<file path="src/rtl/sbct_pkg.sv">
// Shared types and constants for the sensorless BLDC commutation timing block.
// Holds the event and result records, command, stage, phase and register codes.
// No dependencies.
package sbct_pkg;

   // Fixed widths of the port fields.
   localparam int PORT_TIME_W   = 24;
   localparam int CSR_INDEX_W   = 3;
   localparam int CSR_DATA_W    = 24;
   localparam int TIME_BITS_DEF = 24;

   // Event commands.
   localparam logic [1:0] CMD_ZERO_CROSS = 2'd0;
   localparam logic [1:0] CMD_TIMER      = 2'd1;
   localparam logic [1:0] CMD_WATCHDOG   = 2'd2;
   localparam logic [1:0] CMD_UNUSED     = 2'd3;

   // Startup stages.
   localparam logic [1:0] ST_FIRST   = 2'd0;
   localparam logic [1:0] ST_MEASURE = 2'd1;
   localparam logic [1:0] ST_CLOSED  = 2'd2;

   // BEMF sub-states.
   localparam logic [1:0] PH_COMMUTATE = 2'd0;
   localparam logic [1:0] PH_WAITING   = 2'd1;
   localparam logic [1:0] PH_DETECTED  = 2'd2;

   // Configuration register indexes.
   localparam logic [CSR_INDEX_W-1:0] CSR_STARTUP_STEPS = 3'd0;
   localparam logic [CSR_INDEX_W-1:0] CSR_INIT_COMM_AVG = 3'd1;
   localparam logic [CSR_INDEX_W-1:0] CSR_PWM_ON_INIT   = 3'd2;
   localparam logic [CSR_INDEX_W-1:0] CSR_PWM_ON_LIMIT  = 3'd3;
   localparam logic [CSR_INDEX_W-1:0] CSR_DISCHARGE_LIM = 3'd4;
   localparam logic [CSR_INDEX_W-1:0] CSR_RAMP_PERIOD   = 3'd5;

   // Register defaults after reset.
   localparam logic [7:0]  STARTUP_STEPS_RST = 8'd6;
   localparam int          INIT_COMM_AVG_RST = 5000;
   localparam logic [7:0]  PWM_ON_INIT_RST   = 8'd50;
   localparam logic [7:0]  PWM_ON_LIMIT_RST  = 8'd88;
   localparam logic [7:0]  DISCHARGE_LIM_RST = 8'd40;
   localparam logic [7:0]  RAMP_PERIOD_RST   = 8'd10;

   // Fixed timings in microseconds.
   localparam int FIRST_STEP_DELAY_US = 20000;
   localparam int COMM_LEAD_US        = 20;
   localparam int MEASURE_LEAD_US     = 11;
   localparam int MEASURE_BLANK_US    = 200;

   typedef struct packed {
      logic [1:0]             cmd;
      logic                   slope_positive;
      logic [PORT_TIME_W-1:0] comm_timer_us;
      logic [PORT_TIME_W-1:0] zcd_timer_us;
   } sbct_item_type;

   typedef struct packed {
      logic                   timer_load;
      logic [PORT_TIME_W-1:0] timer_delay_us;
      logic [1:0]             advance_steps;
      logic                   freewheel;
      logic                   blanking_start;
      logic [PORT_TIME_W-1:0] blanking_us;
      logic [7:0]             pwm_on_us;
      logic [1:0]             stage;
      logic                   zcd_lost;
      logic                   stopped;
   } sbct_result_type;

endpackage

</file>
<file path="src/rtl/sbct_engine.sv">
// Commutation timing state, configuration registers and the single-pass
// event update. Depends on sbct_pkg.
module sbct_engine
   import sbct_pkg::*;
#(
   parameter int TIME_BITS = TIME_BITS_DEF
) (
   input  logic                   clock,
   input  logic                   reset,
   input  logic                   step,
   input  sbct_item_type          item,
   input  logic                   csr_we,
   input  logic [CSR_INDEX_W-1:0] csr_index,
   input  logic [CSR_DATA_W-1:0]  csr_wdata,
   output sbct_result_type        result
);

   localparam int TW = TIME_BITS;
   localparam int CW = (TW > PORT_TIME_W) ? TW : PORT_TIME_W;
   localparam logic [TW-1:0] TMAX = '1;

   function automatic logic [TW-1:0] sub0(input logic [TW-1:0] a, input logic [TW-1:0] b);
      sub0 = (a > b) ? a - b : '0;
   endfunction

   function automatic logic [TW-1:0] in_time(input logic [PORT_TIME_W-1:0] v);
      logic [CW-1:0] w;
      w = CW'(v);
      if (w > CW'(TMAX)) w = CW'(TMAX);
      in_time = w[TW-1:0];
   endfunction

   function automatic logic [PORT_TIME_W-1:0] out_time(input logic [TW-1:0] v);
      logic [CW-1:0] w;
      w = CW'(v);
      out_time = w[PORT_TIME_W-1:0];
   endfunction

   // Configuration registers that are read by the update logic.
   logic [7:0] pwm_limit_ff, dis_limit_ff, ramp_period_ff;

   // Motor state.
   logic [1:0]    stage_ff, stage_in;
   logic [1:0]    phase_ff, phase_in;
   logic [7:0]    steps_ff, steps_in;
   logic [TW-1:0] ctime_ff, ctime_in;
   logic [TW-1:0] cavg_ff, cavg_in;
   logic [TW-1:0] zp_ff, zp_in;
   logic [TW-1:0] zpa_ff, zpa_in;
   logic [TW-1:0] c2z_ff, c2z_in;
   logic [TW-1:0] c2za_ff, c2za_in;
   logic [7:0]    dis_ff, dis_in;
   logic [7:0]    adis_ff, adis_in;
   logic          pend_ff, pend_in;
   logic [7:0]    ramp_ff, ramp_in;
   logic [7:0]    pwm_ff, pwm_in;
   logic          halt_ff, halt_in;

   always_comb begin
      logic [TW-1:0]   tcomm, tzcd;
      logic            rising, do_commute, do_split;
      logic [TW-1:0]   split_t, delay, blank_us;
      logic [7:0]      split_ad;
      logic            load, fw, blank, lost;
      logic [1:0]      adv;
      logic [TW+2:0]   avg_sum;
      logic [TW:0]     zsum, csum;
      logic [TW-1:0]   expect_t;
      logic [TW+2:0]   err;
      logic [TW:0]     terr;
      logic [TW+1:0]   nxt;

      tcomm      = in_time(item.comm_timer_us);
      tzcd       = in_time(item.zcd_timer_us);
      rising     = !item.slope_positive;
      do_commute = 1'b0;
      do_split   = 1'b0;
      split_t    = '0;
      split_ad   = adis_ff;
      delay      = '0;
      blank_us   = '0;
      load       = 1'b0;
      fw         = 1'b0;
      blank      = 1'b0;
      lost       = 1'b0;
      adv        = 2'd0;
      avg_sum    = '0;
      zsum       = '0;
      csum       = '0;
      expect_t   = '0;
      err        = '0;
      terr       = '0;
      nxt        = '0;

      stage_in = stage_ff;
      phase_in = phase_ff;
      steps_in = steps_ff;
      ctime_in = ctime_ff;
      cavg_in  = cavg_ff;
      zp_in    = zp_ff;
      zpa_in   = zpa_ff;
      c2z_in   = c2z_ff;
      c2za_in  = c2za_ff;
      dis_in   = dis_ff;
      adis_in  = adis_ff;
      pend_in  = pend_ff;
      ramp_in  = ramp_ff;
      pwm_in   = pwm_ff;
      halt_in  = halt_ff;

      if (halt_ff) begin
         fw = 1'b1;
      end else begin
         unique case (item.cmd)
            CMD_ZERO_CROSS: begin
               if (stage_ff == ST_FIRST) begin
                  phase_in = PH_DETECTED;
                  if (item.slope_positive) c2z_in = tcomm;
                  if (steps_ff != 8'd0) begin
                     if (!item.slope_positive) steps_in = steps_ff - 8'd1;
                     do_commute = 1'b1;
                  end else begin
                     adv      = 2'd2;
                     fw       = 1'b1;
                     stage_in = ST_MEASURE;
                     blank    = 1'b1;
                     blank_us = TW'(MEASURE_BLANK_US);
                  end
               end else if (stage_ff == ST_MEASURE) begin
                  if (steps_ff == 8'd0) begin
                     // One long timer period while the rotor freewheels.
                     do_split = 1'b1;
                     split_t  = (cavg_ff[TW-1 -: 4] != 4'd0) ? TMAX : {cavg_ff[TW-5:0], 4'b0};
                     steps_in = 8'd1;
                     adv      = 2'd2;
                     fw       = 1'b1;
                     blank    = 1'b1;
                     blank_us = cavg_ff >> 1;
                  end else begin
                     zp_in    = tcomm;
                     zpa_in   = tcomm;
                     cavg_in  = tcomm >> 1;
                     do_split = 1'b1;
                     split_t  = sub0(tcomm >> 2, TW'(MEASURE_LEAD_US));
                     ctime_in = tcomm >> 1;
                     c2z_in   = tcomm >> 2;
                     c2za_in  = tcomm >> 2;
                     stage_in = ST_CLOSED;
                     phase_in = PH_DETECTED;
                  end
               end else begin
                  c2z_in   = tcomm;
                  zp_in    = tzcd;
                  phase_in = PH_DETECTED;
               end
            end
            CMD_TIMER: begin
               if (pend_ff) begin
                  fw      = 1'b1;
                  pend_in = 1'b0;
                  load    = 1'b1;
                  delay   = TW'(adis_ff);
               end else begin
                  do_commute = 1'b1;
               end
            end
            CMD_WATCHDOG: begin
               halt_in = 1'b1;
               fw      = 1'b1;
            end
            CMD_UNUSED: begin
            end
         endcase
      end

      if (do_commute) begin
         if (stage_ff == ST_FIRST) begin
            adv = 2'd1;
            if (rising) begin
               avg_sum  = (TW+3)'({cavg_ff, 2'b00}) + (TW+3)'({cavg_ff, 1'b0})
                        + (TW+3)'(tcomm);
               cavg_in  = avg_sum[TW+2:3];
               ctime_in = tcomm >> 1;
               load     = 1'b1;
               delay    = TW'(FIRST_STEP_DELAY_US);
            end
            blank    = 1'b1;
            blank_us = cavg_in >> 3;
         end else if (stage_ff == ST_CLOSED) begin
            adv = 2'd1;
            if (rising) begin
               if (phase_ff != PH_COMMUTATE) begin
                  // Rising step without a finished crossing cycle: sequencing error.
                  fw      = 1'b1;
                  halt_in = 1'b1;
               end else begin
                  phase_in = PH_WAITING;
                  adis_in  = 8'd0;
                  do_split = 1'b1;
                  split_ad = 8'd0;
                  split_t  = sub0(ctime_ff, TW'(COMM_LEAD_US));
                  blank    = 1'b1;
                  blank_us = (cavg_ff >> 3) + (cavg_ff >> 6);
               end
            end else if (phase_ff != PH_DETECTED) begin
               // The crossing was missed: fall back to freewheel measurement.
               if (pwm_ff >= pwm_limit_ff && dis_ff < dis_limit_ff) dis_in = dis_ff + 8'd1;
               adv      = 2'd2;
               fw       = 1'b1;
               lost     = 1'b1;
               stage_in = ST_MEASURE;
               steps_in = 8'd0;
               blank    = 1'b1;
               blank_us = cavg_ff >> 1;
            end else begin
               phase_in = PH_COMMUTATE;
               zsum     = {1'b0, zpa_ff} + {1'b0, zp_ff};
               csum     = {1'b0, c2za_ff} + {1'b0, c2z_ff};
               zpa_in   = zsum[TW:1];
               c2za_in  = csum[TW:1];
               expect_t = (zpa_in >> 2) + (zpa_in >> 4);
               err      = $signed({3'b000, zpa_in >> 1}) - $signed({3'b000, ctime_ff})
                        + $signed({3'b000, c2za_in}) - $signed({3'b000, expect_t});
               if (err[TW+2:TW] == 3'b000 || err[TW+2:TW] == 3'b111) begin
                  terr = err[TW:0];
               end else if (err[TW+2]) begin
                  terr = {1'b1, {TW{1'b0}}};
               end else begin
                  terr = {1'b0, TMAX};
               end
               ctime_in = zpa_in >> 1;
               adis_in  = dis_ff;
               nxt      = $signed({2'b00, ctime_in}) + $signed({terr[TW], terr});
               do_split = 1'b1;
               split_ad = dis_ff;
               if (nxt[TW+1]) begin
                  split_t = '0;
               end else if (nxt[TW]) begin
                  split_t = TMAX;
               end else begin
                  split_t = nxt[TW-1:0];
               end
               if (ramp_ff < ramp_period_ff) begin
                  ramp_in = ramp_ff + 8'd1;
               end else if (pwm_ff < pwm_limit_ff) begin
                  ramp_in = 8'd0;
                  pwm_in  = pwm_ff + 8'd1;
               end
            end
         end
      end

      // A timer load is shortened by the discharge time, which then follows
      // as a separate freewheel period.
      if (do_split) begin
         load = 1'b1;
         if (split_ad == 8'd0) begin
            pend_in = 1'b0;
            delay   = split_t;
         end else begin
            pend_in = 1'b1;
            delay   = sub0(split_t, TW'(split_ad));
         end
      end

      result.timer_load     = load;
      result.timer_delay_us = out_time(delay);
      result.advance_steps  = adv;
      result.freewheel      = fw;
      result.blanking_start = blank;
      result.blanking_us    = out_time(blank_us);
      result.pwm_on_us      = pwm_in;
      result.stage          = stage_in;
      result.zcd_lost       = lost;
      result.stopped        = halt_in;
   end

   always_ff @(posedge clock) begin
      if (reset) begin
         pwm_limit_ff   <= PWM_ON_LIMIT_RST;
         dis_limit_ff   <= DISCHARGE_LIM_RST;
         ramp_period_ff <= RAMP_PERIOD_RST;
         stage_ff       <= ST_FIRST;
         phase_ff       <= PH_COMMUTATE;
         steps_ff       <= STARTUP_STEPS_RST;
         ctime_ff       <= '0;
         cavg_ff        <= in_time(PORT_TIME_W'(INIT_COMM_AVG_RST));
         zp_ff          <= '0;
         zpa_ff         <= '0;
         c2z_ff         <= '0;
         c2za_ff        <= '0;
         dis_ff         <= '0;
         adis_ff        <= '0;
         pend_ff        <= 1'b0;
         ramp_ff        <= '0;
         pwm_ff         <= PWM_ON_INIT_RST;
         halt_ff        <= 1'b0;
      end else begin
         if (step) begin
            stage_ff <= stage_in;
            phase_ff <= phase_in;
            steps_ff <= steps_in;
            ctime_ff <= ctime_in;
            cavg_ff  <= cavg_in;
            zp_ff    <= zp_in;
            zpa_ff   <= zpa_in;
            c2z_ff   <= c2z_in;
            c2za_ff  <= c2za_in;
            dis_ff   <= dis_in;
            adis_ff  <= adis_in;
            pend_ff  <= pend_in;
            ramp_ff  <= ramp_in;
            pwm_ff   <= pwm_in;
            halt_ff  <= halt_in;
         end
         // Writes of the first three registers load the state they seed.
         if (csr_we) begin
            unique case (csr_index)
               CSR_STARTUP_STEPS: steps_ff       <= csr_wdata[7:0];
               CSR_INIT_COMM_AVG: cavg_ff        <= in_time(csr_wdata);
               CSR_PWM_ON_INIT:   pwm_ff         <= csr_wdata[7:0];
               CSR_PWM_ON_LIMIT:  pwm_limit_ff   <= csr_wdata[7:0];
               CSR_DISCHARGE_LIM: dis_limit_ff   <= csr_wdata[7:0];
               CSR_RAMP_PERIOD:   ramp_period_ff <= csr_wdata[7:0];
               default: begin
               end
            endcase
         end
      end
   end

endmodule

</file>
<file path="src/rtl/sensorless_bldc_commutation_timing.sv">
// Each event is loaded into the event register at its transfer and moves to the result
// register when that is free or draining. Throughput: one event per cycle while results
// are taken; the event register refills while a result waits.
// Reset clears the startup state, the averaged timings and the configuration
// registers to their defaults.
// Top level of the sensorless BLDC commutation timing block.
// Depends on sbct_pkg and sbct_engine.
module sensorless_bldc_commutation_timing
   import sbct_pkg::*;
#(
   parameter int TIME_BITS = TIME_BITS_DEF
) (
   input  logic                   clock,
   input  logic                   reset,
   input  logic                   req_valid,
   output logic                   req_ready,
   input  logic [1:0]             req_cmd,
   input  logic                   req_slope_positive,
   input  logic [PORT_TIME_W-1:0] req_comm_timer_us,
   input  logic [PORT_TIME_W-1:0] req_zcd_timer_us,
   output logic                   rsp_valid,
   input  logic                   rsp_ready,
   output logic                   rsp_timer_load,
   output logic [PORT_TIME_W-1:0] rsp_timer_delay_us,
   output logic [1:0]             rsp_advance_steps,
   output logic                   rsp_freewheel,
   output logic                   rsp_blanking_start,
   output logic [PORT_TIME_W-1:0] rsp_blanking_us,
   output logic [7:0]             rsp_pwm_on_us,
   output logic [1:0]             rsp_stage,
   output logic                   rsp_zcd_lost,
   output logic                   rsp_stopped,
   input  logic                   csr_we,
   input  logic [CSR_INDEX_W-1:0] csr_index,
   input  logic [CSR_DATA_W-1:0]  csr_wdata
);

   logic            in_valid_ff;
   sbct_item_type   item_ff;
   logic            out_valid_ff;
   sbct_result_type result_ff;
   sbct_result_type result;
   logic            advance;

   // The held event moves on when the result register is free or draining.
   assign advance   = in_valid_ff && (!out_valid_ff || rsp_ready);
   assign req_ready = !in_valid_ff || advance;

   sbct_engine #(
      .TIME_BITS (TIME_BITS)
   ) u_engine (
      .clock     (clock),
      .reset     (reset),
      .step      (advance),
      .item      (item_ff),
      .csr_we    (csr_we),
      .csr_index (csr_index),
      .csr_wdata (csr_wdata),
      .result    (result)
   );

   always_ff @(posedge clock) begin
      if (reset) begin
         in_valid_ff  <= 1'b0;
         out_valid_ff <= 1'b0;
      end else begin
         if (req_ready) begin
            in_valid_ff <= req_valid;
         end
         if (advance) begin
            out_valid_ff <= 1'b1;
         end else if (rsp_ready) begin
            out_valid_ff <= 1'b0;
         end
      end
   end

   always_ff @(posedge clock) begin
      if (req_valid && req_ready) begin
         item_ff.cmd            <= req_cmd;
         item_ff.slope_positive <= req_slope_positive;
         item_ff.comm_timer_us  <= req_comm_timer_us;
         item_ff.zcd_timer_us   <= req_zcd_timer_us;
      end
      if (advance) begin
         result_ff <= result;
      end
   end

   assign rsp_valid          = out_valid_ff;
   assign rsp_timer_load     = result_ff.timer_load;
   assign rsp_timer_delay_us = result_ff.timer_delay_us;
   assign rsp_advance_steps  = result_ff.advance_steps;
   assign rsp_freewheel      = result_ff.freewheel;
   assign rsp_blanking_start = result_ff.blanking_start;
   assign rsp_blanking_us    = result_ff.blanking_us;
   assign rsp_pwm_on_us      = result_ff.pwm_on_us;
   assign rsp_stage          = result_ff.stage;
   assign rsp_zcd_lost       = result_ff.zcd_lost;
   assign rsp_stopped        = result_ff.stopped;

endmodule

</file>
<file path="config.mk">
export PLATFORM = sky130hd
export DESIGN_NAME = sensorless_bldc_commutation_timing
export DESIGN_NICKNAME = d
export VERILOG_FILES = /design/src/rtl/sbct_pkg.sv /design/src/rtl/sbct_engine.sv /design/src/rtl/sensorless_bldc_commutation_timing.sv
export SDC_FILE = /design/constraint.sdc
export NUM_CORES = 1
export LEC_CHECK = 0
export BUFFER_PORTS_ARGS = -buffer_cell sky130_fd_sc_hd__buf_2
export CAP_MARGIN = 5
export CORE_ASPECT_RATIO = 1.1
export CORE_MARGIN = 5
export CORE_UTILIZATION = 40
export DETAILED_ROUTE_END_ITERATION = 7
export SYNTH_ARGS = -nofsm -noshare
export SYNTH_HDL_FRONTEND = slang
export SYNTH_SLANG_ARGS = --single-unit
</file>
<file path="constraint.sdc">
create_clock -name clock -period 23.2 [get_ports clock]
set_input_delay 0 -clock clock [delete_from_list [all_inputs] [get_ports clock]]
set_output_delay 0 -clock clock [all_outputs]
set_load 0.03 [all_outputs]
</file>
==> impl_metrics.csv <==
group,metric,value,unit
critical_path,crit_fanout,23,
critical_path,critical_path_class,"flop to flop",
sta,fin_crit_sh,66.56,%
grt,grt.met2_usage,44.15,%
critical_path,rr_endpoint,"rsp_timer_delay_us[10]",
sta,max_freq,64.75,MHz
logic_synthesis,synth_cells,3406,
cells_and_area,nets,3937,
power_and_ir_drop,vdd_drop_max,0.06291,mV
logic_synthesis,async_flop_share,0,%
die,die-area,0.07411,mm²
grt,grt_antenna_before_repair,1,
job,cap_viol_max_count,0,
clock_network,cts.reportedPaths.clkPinSlew,0.06,ns
critical_path,start_kind,"flop",
sta,drv_slew,0,
power_and_ir_drop,p_leak,12.80,nW
status,status,"finished, final reports clean",
sta,hold_violations,0,
logic_synthesis,synth-warning-count,0,
logic_synthesis,synth_area,0.02750,mm²
critical_path,reg2reg_slack,7.76,ns
sta,rsz0062_at_grt,"false",
sta,setup_ws,7.757,ns
grt,grt_max_degree,100,
grt,grt_use_met3,5.194,%
place,port_buffers,148,
clock_network,clock_sinks,331,
cells_and_area,drive_gt1_share,9.468,%
critical_path,crit_buf_inv,5,
sta,worstMarginPinSlew,1.271,ns
sta,fin_tns_setup,0,ns
critical_path,rr_worst_depth,62,
power_and_ir_drop,power_density,69.27,mW/mm²
logic_synthesis,synth_area_per_cell,8.075,µm²
die,num_rows,100,
cells_and_area,num-fill-cells,6718,
grt,gr-usage-met1,37.00,%
cells_and_area,instances_no_fill,4531,
logic_synthesis,yosysSeqAreaShare,28.28,%
sta,setup-violations-final,0,
hold_path,hp-start,"req_zcd_timer_us[2]",
die,core,0.06794,mm²
critical_path,crit_family,"compound AO/OA/AOI/OAI gates",
routing,dr_total_vias,27500,
routing,finalWirelength,106800,µm
logic_synthesis,synth_edf_count,115,
clock_network,clk_latency,0.58,ns
logic_synthesis,syn_nets,3762,
place,placedCellCount,4367,
sta,fin_crit,15.44,ns
routing,drc,0,
logic_synthesis,synth_seq_cells,331,
logic_synthesis,ys_types,94,
clock_network,cts_max_path_buffers,3,
critical_path,cp-end-kind,"flop",
clock_network,htreeDepth,2,
critical_path,crit_path_max_incr_delay,0.91,ns
sta,clock_skew,0.02427,ns
place,place_hpwl,78520,µm
grt,track_usage,27.64,%
critical_path,crit_arrival,15.74,ns
grt,grt_pass1_vias,25940,
logic_synthesis,yosysTopAreaCell,"dfxtp_1",
critical_path,r2r_start,"u_engine.zp_ff[1]",
clock_network,cts_tree,"built",
critical_path,cpMostUsedCell,"a21oi_1",
clock_network,post_cts_resized,0,
grt,grt_pass1_wl,160900,µm
clock_network,post_cts_buffers,0,
routing,drtIter0Drc,2869,
routing,firstDrtPassIters,6,
sta,max_slew_margin,14.92,%
routing,routedWlPerCell,23.56,µm
grt,busiest_layer,"met2",
place,finalWeightedCongestion,1.010,
critical_path,slowest_stage,"nor3_1",
cells_and_area,area_delta_synth_final,14.83,%
cells_and_area,fin_util,46.49,%
hold_path,min_to,"item_ff[2]",
die,die_h,285.0,µm
hold_path,worstHoldPathCells,2,
place,dpl_worst_slack,8.075,ns
die,floorplan.initialDensity,40.48,%
routing,antenna_left,0,
die,io_pins,150,
power_and_ir_drop,finalPower,2.188,mW
clock_network,cts_root_buf,"clkbuf_16",
die,die-width,260.0,µm
logic_synthesis,ys.flop_type,"dfxtp_1",
clock_network,cts_made_buffers,39,
logic_synthesis,synth_top_area_share,15.72,%
hold_path,min-delay-path-class,"primary input to flop",
grt,overflow,0,
logic_synthesis,synthTopCellsByArea,"dfxtp_1, edfxtp_1, ha_1",
critical_path,cp.required,23.50,ns
routing,vias_per_cell,6.068,
Yosys cell counts, drive strengths merged (21+ instances only):
master,number
xor2,94
a311oi,50
nor2b,30
nor3,89
a2111oi,28
and3,21
nor2,359
o22ai,39
a22oi,32
and2,21
o21ai,189
inv,168
dfxtp,216
ha,220
xnor2,125
a21oi,273
nand3,83
a31oi,29
o31ai,25
o211ai,49
nor4,21
nand2,368
a211oi,94
nand4,26
a21o,63
nand2b,49
clkbuf,157
or3,36
o21a,32
fa,53
edfxtp,115
o221ai,21
cells in the final DEF (no fill, tap or decap), drive strengths merged, types with 21 or more instances in the layout:
cell type,Yosys,layout
a21o,63,63
nor4,21,21
inv,168,170
a2111oi,28,28
a21oi,273,273
nor2b,30,30
a22oi,32,32
and2,21,21
or3,36,36
fa,53,53
nand3,83,83
buf,16,216
nand2b,49,49
dfxtp,216,216
o22ai,39,39
o211ai,49,49
o31ai,25,25
edfxtp,115,115
xnor2,125,125
xor2,94,94
o21ai,189,189
clkbuf,157,54
o21a,32,32
and3,21,21
nor2,359,359
nor3,89,89
a311oi,50,50
o221ai,21,21
a31oi,29,29
ha,220,220
nand4,26,26
a211oi,94,94
nand2,368,368
dlygate4sd3,0,91
per-stage QoR:
step,hold slack [ns],cell area (µm²)
floorplan,0.09887,27500
global placement,0.1762,29290
detailed placement,0.1781,29290
CTS,0.09851,31580
global route,0.1141,31580
finish,0.1270,31580
metal layers:
metal  vias up  share of wire, %  wire length [µm]
met2      1296                45             48330
met3       265               8.9              9545
li1      12860                 -                 -
met5         -                 0                 0
met4         0               4.6              4923
met1     13080                41             43960
power breakdown:
group          switching, mW  leakage [nW]  internal, mW
logic                  0.543          9.28         0.328
registers             0.0287          2.85         0.622
clock network          0.270         0.673         0.396
cell type report:
class	count	area (µm²)	share of cell area, %
multi-input cells	2732	18460	58.45
clock buffers	54	1112	3.522
flip-flops and latches	331	7777	24.63
well taps	918	1149	3.637
diodes	1	2.502	0.007923
clock inverters	18	269.0	0.8518
inverters	170	643.1	2.036
repair buffers	307	2168	6.866
sequential cells by signal, indices dropped and copies added, names as in the netlist, 8 cells and up:
| signal | flops |
|---|---|
| item_ff | 51 |
| rsp_timer_delay_us | 24 |
| u_engine.c2z_ff | 24 |
| u_engine.c2za_ff | 24 |
| u_engine.cavg_ff | 24 |
| u_engine.ctime_ff | 24 |
| u_engine.zp_ff | 24 |
| u_engine.zpa_ff | 24 |
| rsp_blanking_us | 23 |
| rsp_pwm_on_us | 8 |
| u_engine.adis_ff | 8 |
| u_engine.dis_ff | 8 |
| u_engine.dis_limit_ff | 8 |
| u_engine.pwm_ff | 8 |
| u_engine.pwm_limit_ff | 8 |
| u_engine.ramp_ff | 8 |
| u_engine.ramp_period_ff | 8 |
| u_engine.steps_ff | 8 |
worst max-delay path by stage:
stage / end / slack, ns / startpoint / cells after the start
2_1_floorplan: rsp_timer_delay_us[19] / 10.02 / u_engine.zpa_ff[1] / 56
3_3_place_gp: rsp_timer_delay_us[10] / 8.41 / u_engine.zpa_ff[1] / 62
3_5_place_dp: rsp_timer_delay_us[10] / 8.07 / u_engine.zp_ff[1] / 62
4_1_cts: rsp_timer_delay_us[10] / 8.01 / u_engine.zp_ff[1] / 62
5_1_grt: rsp_timer_delay_us[10] / 6.89 / u_engine.zp_ff[1] / 62
6_report: rsp_timer_delay_us[10] / 7.76 / u_engine.zp_ff[1] / 62
logic make-up after synthesis:
kind of cell	synth area share, %
DFF	28.28
xor gates and xnor gates	6.974
muxes	0.6232
AOI/OAI and AO/OA	26.27
and+or+nand+nor	19.17
other	0.01363
buffers and inverters	4.799
adders and majority gates	13.87
repair_timing:
item	4_1_cts	5_1_grt
setup endpoints to repair	0	0
hold buffers	91	0
hold endpoints to repair	123	0
(Power assumes the default switching activity.)
